`src/rtl/mmt_pkg.sv`:
```
// ----------------------------------------------------------------------------
// mmt_pkg
// Shared types, codes and helpers for the multi-mode timer table.
// ----------------------------------------------------------------------------
package mmt_pkg;

    localparam int TIMER_SLOTS_DEF = 16;
    localparam int TIME_W          = 48;
    localparam int IVAL_W          = 32;
    localparam int CNT_W           = 16;

    localparam logic [2:0] OP_START_PERIODIC = 3'd0;
    localparam logic [2:0] OP_START_ONCE     = 3'd1;
    localparam logic [2:0] OP_START_COUNTED  = 3'd2;
    localparam logic [2:0] OP_STOP           = 3'd3;
    localparam logic [2:0] OP_TICK           = 3'd4;

    localparam logic [1:0] MODE_PERIODIC = 2'd0;
    localparam logic [1:0] MODE_ONCE     = 2'd1;
    localparam logic [1:0] MODE_COUNTED  = 2'd2;

    localparam logic [1:0] KIND_STATUS  = 2'd0;
    localparam logic [1:0] KIND_FIRED   = 2'd1;
    localparam logic [1:0] KIND_SUMMARY = 2'd2;

    typedef struct packed {
        logic [TIME_W-1:0] deadline;
        logic [IVAL_W-1:0] period;
        logic [1:0]        mode;
        logic [CNT_W-1:0]  limit_count;
        logic [CNT_W-1:0]  fire_count;
    } entry_t;

    typedef enum logic [2:0] {
        ST_IDLE,
        ST_SCAN,
        ST_WAIT,
        ST_DECIDE,
        ST_FIRE_RD,
        ST_FIRE_WR,
        ST_SUM
    } state_t;

    function automatic logic [TIME_W-1:0] sat_add(input logic [TIME_W-1:0] t,
                                                  input logic [IVAL_W-1:0] d);
        logic [TIME_W:0] s;
        s = {1'b0, t} + {{(TIME_W-IVAL_W+1){1'b0}}, d};
        return s[TIME_W] ? {TIME_W{1'b1}} : s[TIME_W-1:0];
    endfunction

endpackage

```
`src/rtl/mmt_mem.sv`:
```
// ----------------------------------------------------------------------------
// mmt_mem
// Slot table memory: one write port, one registered read port.
// ----------------------------------------------------------------------------
module mmt_mem #(
    parameter int DEPTH = mmt_pkg::TIMER_SLOTS_DEF,
    parameter int AW    = 4
) (
    input  logic            clk,
    input  logic            we,
    input  logic [AW-1:0]   waddr,
    input  mmt_pkg::entry_t wdata,
    input  logic [AW-1:0]   raddr,
    output mmt_pkg::entry_t rdata
);
    import mmt_pkg::*;

    entry_t mem [DEPTH];

    always_ff @(posedge clk)
    begin
        if (we)
        begin
            mem[waddr] <= wdata;
        end
        rdata <= mem[raddr];
    end

endmodule

```
`src/rtl/mmt_ctrl.sv`:
```
// ----------------------------------------------------------------------------
// mmt_ctrl
// Command sequencer: start/stop handling, tick scan and ordered fire loop.
// ----------------------------------------------------------------------------
module mmt_ctrl #(
    parameter int TIMER_SLOTS = mmt_pkg::TIMER_SLOTS_DEF,
    parameter int AW          = 4
) (
    input  logic            clk,
    input  logic            rst_n,
    input  logic            in_valid,
    output logic            in_stall,
    input  logic [2:0]      operation,
    input  logic [3:0]      slot_id,
    input  logic [31:0]     interval_ms,
    input  logic [15:0]     repeat_count,
    input  logic [47:0]     now_ms,
    output logic            out_valid,
    input  logic            out_stall,
    output logic [1:0]      kind,
    output logic [3:0]      fired_slot,
    output logic            status,
    output logic [4:0]      fired_total,
    output logic            last,
    output logic            mem_we,
    output logic [AW-1:0]   mem_waddr,
    output mmt_pkg::entry_t mem_wdata,
    output logic [AW-1:0]   mem_raddr,
    input  mmt_pkg::entry_t mem_rdata
);
    import mmt_pkg::*;

    state_t                 state_reg, state_next;
    logic [TIMER_SLOTS-1:0] armed_reg;
    logic [TIMER_SLOTS-1:0] pending_reg;
    logic [AW-1:0]          rd_cnt_reg;
    logic                   cmp_v_reg;
    logic [AW-1:0]          cmp_idx_reg;
    logic                   found_reg;
    logic [AW-1:0]          best_reg;
    logic [TIME_W-1:0]      best_dl_reg;
    logic [TIME_W-1:0]      now_reg;
    logic [4:0]             total_reg;

    logic                   out_valid_reg;
    logic                   out_valid_next;
    logic [1:0]             kind_reg;
    logic [3:0]             slot_reg;
    logic                   status_reg;
    logic [4:0]             ftot_reg;
    logic                   last_reg;

    logic [6:0]             sid_ext;
    logic                   in_range;
    logic [AW-1:0]          idx;
    logic                   accept;
    logic                   out_free;
    logic                   cand;
    logic [CNT_W-1:0]       cnt1;
    logic                   dead;
    logic [6:0]             best_ext;
    entry_t                 start_e;
    entry_t                 fire_e;

    assign sid_ext  = 7'(slot_id);
    assign in_range = sid_ext < 7'(TIMER_SLOTS);
    assign idx      = sid_ext[AW-1:0];
    assign out_free = !out_valid_reg || !out_stall;
    assign in_stall = (state_reg != ST_IDLE) || !out_free;
    assign accept   = in_valid && !in_stall;
    assign best_ext = 7'(best_reg);

    assign out_valid_next = ((state_reg == ST_IDLE) && accept && (operation != OP_TICK)) ||
                            (((state_reg == ST_FIRE_WR) || (state_reg == ST_SUM)) && out_free) ||
                            (out_valid_reg && out_stall);

    assign cand = cmp_v_reg && pending_reg[cmp_idx_reg] && (mem_rdata.deadline < now_reg);
    assign cnt1 = mem_rdata.fire_count + 1'b1;
    assign dead = (mem_rdata.mode == MODE_ONCE) ||
                  ((mem_rdata.mode == MODE_COUNTED) && (mem_rdata.limit_count <= cnt1));

    always_comb
    begin
        start_e.deadline    = sat_add(now_ms, interval_ms);
        start_e.period      = interval_ms;
        start_e.mode        = operation[1:0];
        start_e.limit_count = (operation == OP_START_COUNTED) ? repeat_count : '0;
        start_e.fire_count  = '0;
        fire_e              = mem_rdata;
        fire_e.fire_count   = cnt1;
        if (!dead)
        begin
            fire_e.deadline = sat_add(now_reg, mem_rdata.period);
        end
    end

    always_comb
    begin
        state_next = state_reg;
        mem_we     = 1'b0;
        mem_waddr  = idx;
        mem_wdata  = start_e;
        mem_raddr  = rd_cnt_reg;
        unique case (state_reg)
            ST_IDLE:
            begin
                if (accept && operation <= OP_START_COUNTED && in_range && !armed_reg[idx])
                begin
                    mem_we = 1'b1;
                end
                if (accept && operation == OP_TICK)
                begin
                    state_next = ST_SCAN;
                end
            end
            ST_SCAN:
            begin
                if (rd_cnt_reg == AW'(TIMER_SLOTS - 1))
                begin
                    state_next = ST_WAIT;
                end
            end
            ST_WAIT:
            begin
                state_next = ST_DECIDE;
            end
            ST_DECIDE:
            begin
                state_next = found_reg ? ST_FIRE_RD : ST_SUM;
            end
            ST_FIRE_RD:
            begin
                mem_raddr  = best_reg;
                state_next = ST_FIRE_WR;
            end
            ST_FIRE_WR:
            begin
                // keep the selected entry on the read port while the output stalls
                mem_raddr = best_reg;
                mem_waddr = best_reg;
                mem_wdata = fire_e;
                if (out_free)
                begin
                    mem_we     = 1'b1;
                    state_next = ST_SCAN;
                end
            end
            ST_SUM:
            begin
                if (out_free)
                begin
                    state_next = ST_IDLE;
                end
            end
            default:
            begin
                state_next = ST_IDLE;
            end
        endcase
    end

    always_ff @(posedge clk or negedge rst_n)
    begin
        if (!rst_n)
        begin
            state_reg     <= ST_IDLE;
            armed_reg     <= '0;
            pending_reg   <= '0;
            rd_cnt_reg    <= '0;
            cmp_v_reg     <= 1'b0;
            found_reg     <= 1'b0;
            total_reg     <= '0;
            out_valid_reg <= 1'b0;
        end
        else
        begin
            state_reg     <= state_next;
            cmp_v_reg     <= (state_reg == ST_SCAN);
            cmp_idx_reg   <= rd_cnt_reg;
            out_valid_reg <= out_valid_next;
            if (cand && (!found_reg || mem_rdata.deadline < best_dl_reg))
            begin
                found_reg   <= 1'b1;
                best_reg    <= cmp_idx_reg;
                best_dl_reg <= mem_rdata.deadline;
            end
            unique case (state_reg)
                ST_IDLE:
                begin
                    if (accept)
                    begin
                        if (operation == OP_TICK)
                        begin
                            now_reg     <= now_ms;
                            pending_reg <= armed_reg;
                            rd_cnt_reg  <= '0;
                            found_reg   <= 1'b0;
                            total_reg   <= '0;
                        end
                        else
                        begin
                            kind_reg      <= KIND_STATUS;
                            slot_reg      <= slot_id;
                            status_reg    <= (operation <= OP_START_COUNTED) && in_range &&
                                             armed_reg[idx];
                            ftot_reg      <= '0;
                            last_reg      <= 1'b1;
                            if (in_range && operation <= OP_START_COUNTED)
                            begin
                                armed_reg[idx] <= 1'b1;
                            end
                            if (in_range && operation == OP_STOP)
                            begin
                                armed_reg[idx] <= 1'b0;
                            end
                        end
                    end
                end
                ST_SCAN:
                begin
                    rd_cnt_reg <= rd_cnt_reg + 1'b1;
                end
                ST_FIRE_WR:
                begin
                    if (out_free)
                    begin
                        pending_reg[best_reg] <= 1'b0;
                        if (dead)
                        begin
                            armed_reg[best_reg] <= 1'b0;
                        end
                        total_reg     <= total_reg + 1'b1;
                        found_reg     <= 1'b0;
                        rd_cnt_reg    <= '0;
                        kind_reg      <= KIND_FIRED;
                        slot_reg      <= best_ext[3:0];
                        status_reg    <= 1'b0;
                        ftot_reg      <= '0;
                        last_reg      <= 1'b0;
                    end
                end
                ST_SUM:
                begin
                    if (out_free)
                    begin
                        kind_reg      <= KIND_SUMMARY;
                        slot_reg      <= '0;
                        status_reg    <= 1'b0;
                        ftot_reg      <= total_reg;
                        last_reg      <= 1'b1;
                    end
                end
                default:
                begin
                end
            endcase
        end
    end

    assign out_valid   = out_valid_reg;
    assign kind        = kind_reg;
    assign fired_slot  = slot_reg;
    assign status      = status_reg;
    assign fired_total = ftot_reg;
    assign last        = last_reg;

endmodule

```
`src/rtl/multi_mode_timer_table.sv`:
```
// Start, stop and other commands: the status word follows in the cycle after acceptance.
// Tick: one table sweep per fired timer plus one closing sweep, set by the single read port.
// Next word accepted once a tick's summary has been loaded.
// Reset (rst_n, async) clears all armed flags and the sequencer; slot data is not cleared.
// ----------------------------------------------------------------------------
// multi_mode_timer_table
// Table of periodic, one-shot and counted timers held in a slot memory.
// ----------------------------------------------------------------------------
module multi_mode_timer_table #(
    parameter int TIMER_SLOTS = mmt_pkg::TIMER_SLOTS_DEF
) (
    input  logic        clk,
    input  logic        rst_n,
    input  logic        in_valid,
    output logic        in_stall,
    input  logic [2:0]  operation,
    input  logic [3:0]  slot_id,
    input  logic [31:0] interval_ms,
    input  logic [15:0] repeat_count,
    input  logic [47:0] now_ms,
    output logic        out_valid,
    input  logic        out_stall,
    output logic [1:0]  kind,
    output logic [3:0]  fired_slot,
    output logic        status,
    output logic [4:0]  fired_total,
    output logic        last
);
    import mmt_pkg::*;

    localparam int AW = (TIMER_SLOTS > 1) ? $clog2(TIMER_SLOTS) : 1;

    logic          mem_we;
    logic [AW-1:0] mem_waddr;
    logic [AW-1:0] mem_raddr;
    entry_t        mem_wdata;
    entry_t        mem_rdata;

    mmt_ctrl #(
        .TIMER_SLOTS (TIMER_SLOTS),
        .AW          (AW)
    ) u_ctrl (
        .clk          (clk),
        .rst_n        (rst_n),
        .in_valid     (in_valid),
        .in_stall     (in_stall),
        .operation    (operation),
        .slot_id      (slot_id),
        .interval_ms  (interval_ms),
        .repeat_count (repeat_count),
        .now_ms       (now_ms),
        .out_valid    (out_valid),
        .out_stall    (out_stall),
        .kind         (kind),
        .fired_slot   (fired_slot),
        .status       (status),
        .fired_total  (fired_total),
        .last         (last),
        .mem_we       (mem_we),
        .mem_waddr    (mem_waddr),
        .mem_wdata    (mem_wdata),
        .mem_raddr    (mem_raddr),
        .mem_rdata    (mem_rdata)
    );

    mmt_mem #(
        .DEPTH (TIMER_SLOTS),
        .AW    (AW)
    ) u_mem (
        .clk   (clk),
        .we    (mem_we),
        .waddr (mem_waddr),
        .wdata (mem_wdata),
        .raddr (mem_raddr),
        .rdata (mem_rdata)
    );

endmodule

```
`config.mk`:
```
export PLATFORM = sky130hd
export DESIGN_NAME = multi_mode_timer_table
export DESIGN_NICKNAME = d
export VERILOG_FILES = /design/src/rtl/mmt_pkg.sv /design/src/rtl/mmt_mem.sv /design/src/rtl/mmt_ctrl.sv /design/src/rtl/multi_mode_timer_table.sv
export SDC_FILE = /design/constraint.sdc
export NUM_CORES = 2
export LEC_CHECK = 0
export BUFFER_PORTS_ARGS = -buffer_cell sky130_fd_sc_hd__clkbuf_2
export CELL_PAD_IN_SITES_DETAIL_PLACEMENT = 1
export CELL_PAD_IN_SITES_GLOBAL_PLACEMENT = 1
export CORE_MARGIN = 10
export CORE_UTILIZATION = 45
export CTS_CLUSTER_SIZE = 12
export DETAILED_ROUTE_END_ITERATION = 8
export GPL_TIMING_DRIVEN = 0
export PLACE_DENSITY = 0.78
export SLEW_MARGIN = 20
export SYNTH_ARGS = -nofsm -noshare
export SYNTH_HDL_FRONTEND = slang
export SYNTH_SLANG_ARGS = --single-unit
```
`constraint.sdc`:
```
create_clock -name clk -period 18.3 [get_ports clk]
set_clock_uncertainty 0.2 [all_clocks]
set_input_delay 1.83 -clock clk [delete_from_list [all_inputs] [get_ports clk]]
set_output_delay 1.83 -clock clk [all_outputs]
set_load 0.01 [all_outputs]
```
# Word level (Yosys, flattened, before mapping)
# Memory sizes are Yosys's and may differ from the RTL's. A register that Yosys moved wholly into a read port is not among the register bits.
# Cells that the tools add are included.
# classes
addsub	5
bitwise	6
n_mux	75
reduce_logical	47
n_eq_ne	22
n_lt_le_gt_ge	10
# ops
operator	count
two-way mux 16 bit	13
two-way mux 48 bit	3
two-way mux 114 bit	1
adder 48 x 32 -> 49 bit	2
less-than comparator 48 bit	2
case mux 16 bit (2 select lines)	2
bitwise AND 16 bit	3
two-way mux 5 bit	7
two-way mux 4 bit	8
NOT 16 bit	2
case mux 4 bit (3 select lines)	2
case mux 3 bit (7 select lines)	1
less-than comparator 4 x 5 -> 1 bit, second input constant	4
logical AND 1 bit	18
two-way mux 1 bit	18
adder 16 x 1 -> 16 bit, second input constant	1
<= comparator 16 bit	1
OR 16 bit	1
AND reduction 4 bit	4
case mux 5 bit (3 select lines)	1
equality test 3 x 2 -> 1 bit, second input constant	4
equality test 3 bit, second input constant	4
two-way mux 3 bit	4
inequality test 2 x 1 -> 1 bit, second input constant	6
other kinds (26)	53
# word_totals
output_inout_bits	15
mem_bits_rw	1824
ff_bits	164
in_bits	107
elab_cells	183
n_memories	1
# memory_table
memory	depth	width	read_ports	rd_ports_with_merged_regs	write_ports	line_no	rtl
u_mem.mem	16	114	1	1	1	mmt_mem.sv:18	entry_t mem [DEPTH];

# Logic depth before layout (Yosys ltp)
# logic_depth
ltp_word	14
depth_mapped	17

# Modules after synthesis
# Synthesis repeated with hierarchy kept, for this count alone.
# unflattened
cells_unflattened	4667
area_unflattened_um2	85452.0
# by_module_without_submodules
module	cells_each	area_per_inst_um2	n_inst
mmt_mem	2916	70450.1	1
mmt_ctrl	1751	15001.9	1

# Least setup slack after synthesis
# OpenSTA, ideal clock, no wires.
# synth_path
path_type	input to register
start	input slot_id[0]
end	memory u_mem.mem[2][0] (netlist name) (enable)
slack_ns	9.169
n_path_buf	1
t_arrival_ns	8.343
required_time_ns	17.511
stages	8
path_cell_list	clkbuf_1 > mux4_2 > mux4_2 > o21ai_0 > nand2_1 > nor2_1 > nand2_1 > nor2_1
# synth_between
elab_chain_len	8
elab_cells_between_ends	11
# synth_rtl
element	line_no	rtl
start: declaration	multi_mode_timer_table.sv:17	input logic [3:0] slot_id,
binary-select mux 1 bit (select 4 bit)	mmt_ctrl.sv:107	if (accept && operation <= OP_START_COUNTED && in_range && !armed_reg[idx])
two-way mux 1 bit (implied by the code)	mmt_ctrl.sv:107	
logical NOT 1 bit	mmt_ctrl.sv:107	
logical AND 1 bit	mmt_ctrl.sv:107	
two-way mux 1 bit	mmt_ctrl.sv:107	
case mux 1 bit (2 select lines)	mmt_ctrl.sv:104	unique case (state_reg)
two-way mux 1 bit	mmt_mem.sv:22	if (we)
two-way mux 1 bit (implied by the code)	mmt_mem.sv:24	mem[waddr] <= wdata;
end: declaration	mmt_mem.sv:18	
# Parallel ways exist; a longest one is shown, timed or not. The select of a mux whose other input is x is not followed.

==> flow_summary.yaml <==
status:
  status: "completed"
routing:
  ant_nets: 0
  wl_mm: 272.2
  first_pass_iters: 6
  viasPerCell: 6.358
  via_count: 51260
  wl_per_cell_um: 33.76
  drt_iter0_drc: 6525
  drc: 0
setup_path:
  path_class: "reg2reg"
  setup.worst_path.start_class: "flip-flop"
  crit_path_max_incr_delay_ps: 810
  path_max_fanout: 10
  critical_path.cell_chain: "ha_1 > and3_1 > nand3_1 > nor2_1 > xnor2_1 > ha_1 > nand4_1 > nor2_1 > o21ai_0 > a31oi_1 > clkbuf_1 > clkbuf_1 > o211ai_1 > a32oi_1 > buf_4"
  cp.required_ps: 18790
  critPathSlowestCell: "a32oi_1"
  critPathArrivalTime_ps: 7110
  cp-end-kind: "flip-flop"
clocking:
  clk-insertion-delay-late_ps: 880
  h-tree-depth: 4
  clock-root-buffer: "clkbuf_16"
  cts_tree: "yes"
  clkTransAtPathRegs_ps: 70
  ctsHoldBuffers: 0
  ctsResizeCount: 0
  clock-sinks: 2102
  cts_made_buffers: 205
  clock_path_buffers: 3
  cts_setup_buffers: 0
global_route:
  track_usage: 0.2549
  gr-total-overflow: 0
  grt_max_degree: 49
  grt_pass1_vias: 54110
  grt_pass1_wl_mm: 391.1
  antenna_found_initial: 26
die:
  core_um2: 190400
  die_w_um: 457.7
  rows: 160
  start_util: 0.4529
  io_pins: 122
  die_area_um2: 209500
  die_y_um: 457.7
synth:
  synth_warnings: 0
  ys_seq_elements: 2102
  yosysTopAreaCell: "edfxtp_1"
  synth_cells: 4892
  syn_area_um2: 86220
  synth_most_common_cell: "edfxtp_1"
  synth_common_cells: "edfxtp_1, mux4_2, nand2_1"
  synth_area_leaders: "edfxtp_1, mux4_2, dfxtp_1, ha_1, nand2_1"
  synth_fp_nets: 5178
  synth.distinct_cells: 88
  yosys.area.top_type_share: 0.6760
  ys_seq_area_frac: 0.7161
  ys.flop_type: "edfxtp_1"
  async_flop_share: 0.02236
  synth-edff-count: 1941
  syn_area_per_cell_um2: 17.62
power_and_ir_drop:
  p_comb_frac: 0.363
  net-switching-power_w: 0.005779
  clkPwrFrac: 0.254
  power.internal_w: 0.01031
  p_seq_frac: 0.383
  power_density_nw_per_um2: 161.3
  p_leak_nw: 33.59
  vdd_drop_max_mv: 0.1085
  p_sw_frac: 0.3591
final_layout:
  fin_util: 0.5240
  drive_gt1_frac: 0.2115
  area_growth_pct: 15.70
  largest_register: "u_mem.mem"
  num-nets-final: 5649
  fill_cells: 17320
  largest_reg_flops: 1824
  top_regs: "u_mem.mem: 1824 flops, u_mem.rdata: 114 flops"
place:
  hpwl_mm: 181.1
  gp_congestion: 0.9727
  io_buffers: 119
  dp_slack_ps: 11250
timing:
  setup_viol: 0
  finalHoldViolations: 0
  rsz0062_at_grt: "no"
  fmax_mhz: 151.1
  hold-worst-slack_ps: 327.2
  slew_viol_final: 0
  finalSetupTns_ps: 0
  period_share: 0.3617
  min_period_ps: 6618
  worstMarginPinSlew_ps: 1262
  fin_ws_ps: 11680
  slew_headroom: 0.1531
job:
  max_cap_violations: 0
min_path:
  hold_path_class: "reg2reg"
-- worst max-delay path, delay by kind of cell, from the launching register on --
kind	cells	cell delay, ps
flip-flops	1	520
buffers and inverters	3	1750
AO/OA/AOI/OAI	4	1920
AND/OR/NAND/NOR	5	1170
adder cells (fa/ha/maj)	2	670
XOR/XNOR	1	170
-- power by group through the flow --
stage / Combinational (W) / Sequential [W] / Clock, W
3_5_place_dp: 0.00565 / 0.00625 / 0
6_report: 0.00584 / 0.00617 / 0.00408
2_1_floorplan: 0.00361 / 0.00611 / 0
3_3_place_gp: 0.00527 / 0.00628 / 0
5_1_grt: 0.00617 / 0.00618 / 0.00431
4_1_cts: 0.00576 / 0.00616 / 0.00411
-- cell type report --
cell class / instances / area, um^2 / area share
diodes: 10 / 25.02 / 0.0002508
plain buffers: 248 / 1117 / 0.01120
clock buffers: 350 / 5929 / 0.05944
clock inverters: 36 / 411.6 / 0.004126
inverters: 122 / 457.9 / 0.004590
multi-input cells: 2420 / 23250 / 0.2331
flip-flops and latches: 2102 / 61740 / 0.6189
well taps: 2511 / 3142 / 0.03149
repair buffers: 264 / 3677 / 0.03686
-- cell usage in the layout (no fill, tap or decap), types with 53 or more instances in the layout --
master,netlist,final
a211oi_1,126,126
a21o_1,63,63
a21oi_1,141,124
a31oi_1,125,125
and2_1,121,120
buf_12,0,67
buf_16,0,57
clkbuf_1,148,259
clkbuf_16,0,209
clkbuf_2,0,131
dfxtp_1,114,114
edfxtp_1,1941,1941
ha_1,177,177
inv_1,121,121
mux4_2,465,465
nand2_1,438,438
nor2_1,145,128
o21ai_0,97,94
o22ai_1,57,56
xnor2_1,53,53
-- kinds of logic (layout without fill, tap and decap cells) --
family | count (synthesis) | count (layout) | synth area share
flops | 2102 | 2102 | 0.7161
buf+inv | 370 | 1020 | 0.01808
xor+xnor | 98 | 98 | 0.009955
compound gates | 753 | 753 | 0.05765
mux | 479 | 479 | 0.1231
fa+ha+maj | 179 | 179 | 0.02615
simple gates | 911 | 911 | 0.04892
other cells | 0 | 10 | 0
-- final timing paths --
path | startpoint | end | slack (ps) | depth (start not counted)
min reg2reg | u_mem.rdata[69]$_DFF_P_ | u_ctrl.best_dl_reg[3]$_DFFE_PP_ | 330 | 0
max in group asynchronous | rst_n | u_ctrl.total_reg[3]$_DFFE_PN0P_ | 16630 | 2
max reg2reg | u_mem.rdata[0]$_DFF_P_ | u_mem.mem[15][98]$_DFFE_PP_ | 11680 | 15
max | u_mem.rdata[0]$_DFF_P_ | u_mem.mem[15][98]$_DFFE_PP_ | 11680 | 15
min in group asynchronous | rst_n | u_ctrl.armed_reg[12]$_DFFE_PN0P_ | 750 | 1
min | u_mem.rdata[69]$_DFF_P_ | u_ctrl.best_dl_reg[3]$_DFFE_PP_ | 330 | 0
-- metrics by stage --
step                total power (W)  cells  area, um^2
global route                0.01667   8058       99750
global placement            0.01155   7522       89960
detailed placement          0.01190   7661       93190
CTS                         0.01604   8047       99540
finish                      0.01609   8063       99760
floorplan                  0.009725   4892       86220
-- routing by layer --
| metal | track usage | share of wire | up-vias |
|---|---|---|---|
| met5 | 0 | 0.00035 | - |
| met4 | 0.1244 | 0.054 | 14 |
| met3 | 0.05061 | 0.092 | 676 |
| met2 | 0.4200 | 0.49 | 3229 |
| met1 | 0.3233 | 0.37 | 26800 |
| li1 | - | - | 20540 |
Power figures use the tool's default switching activity.
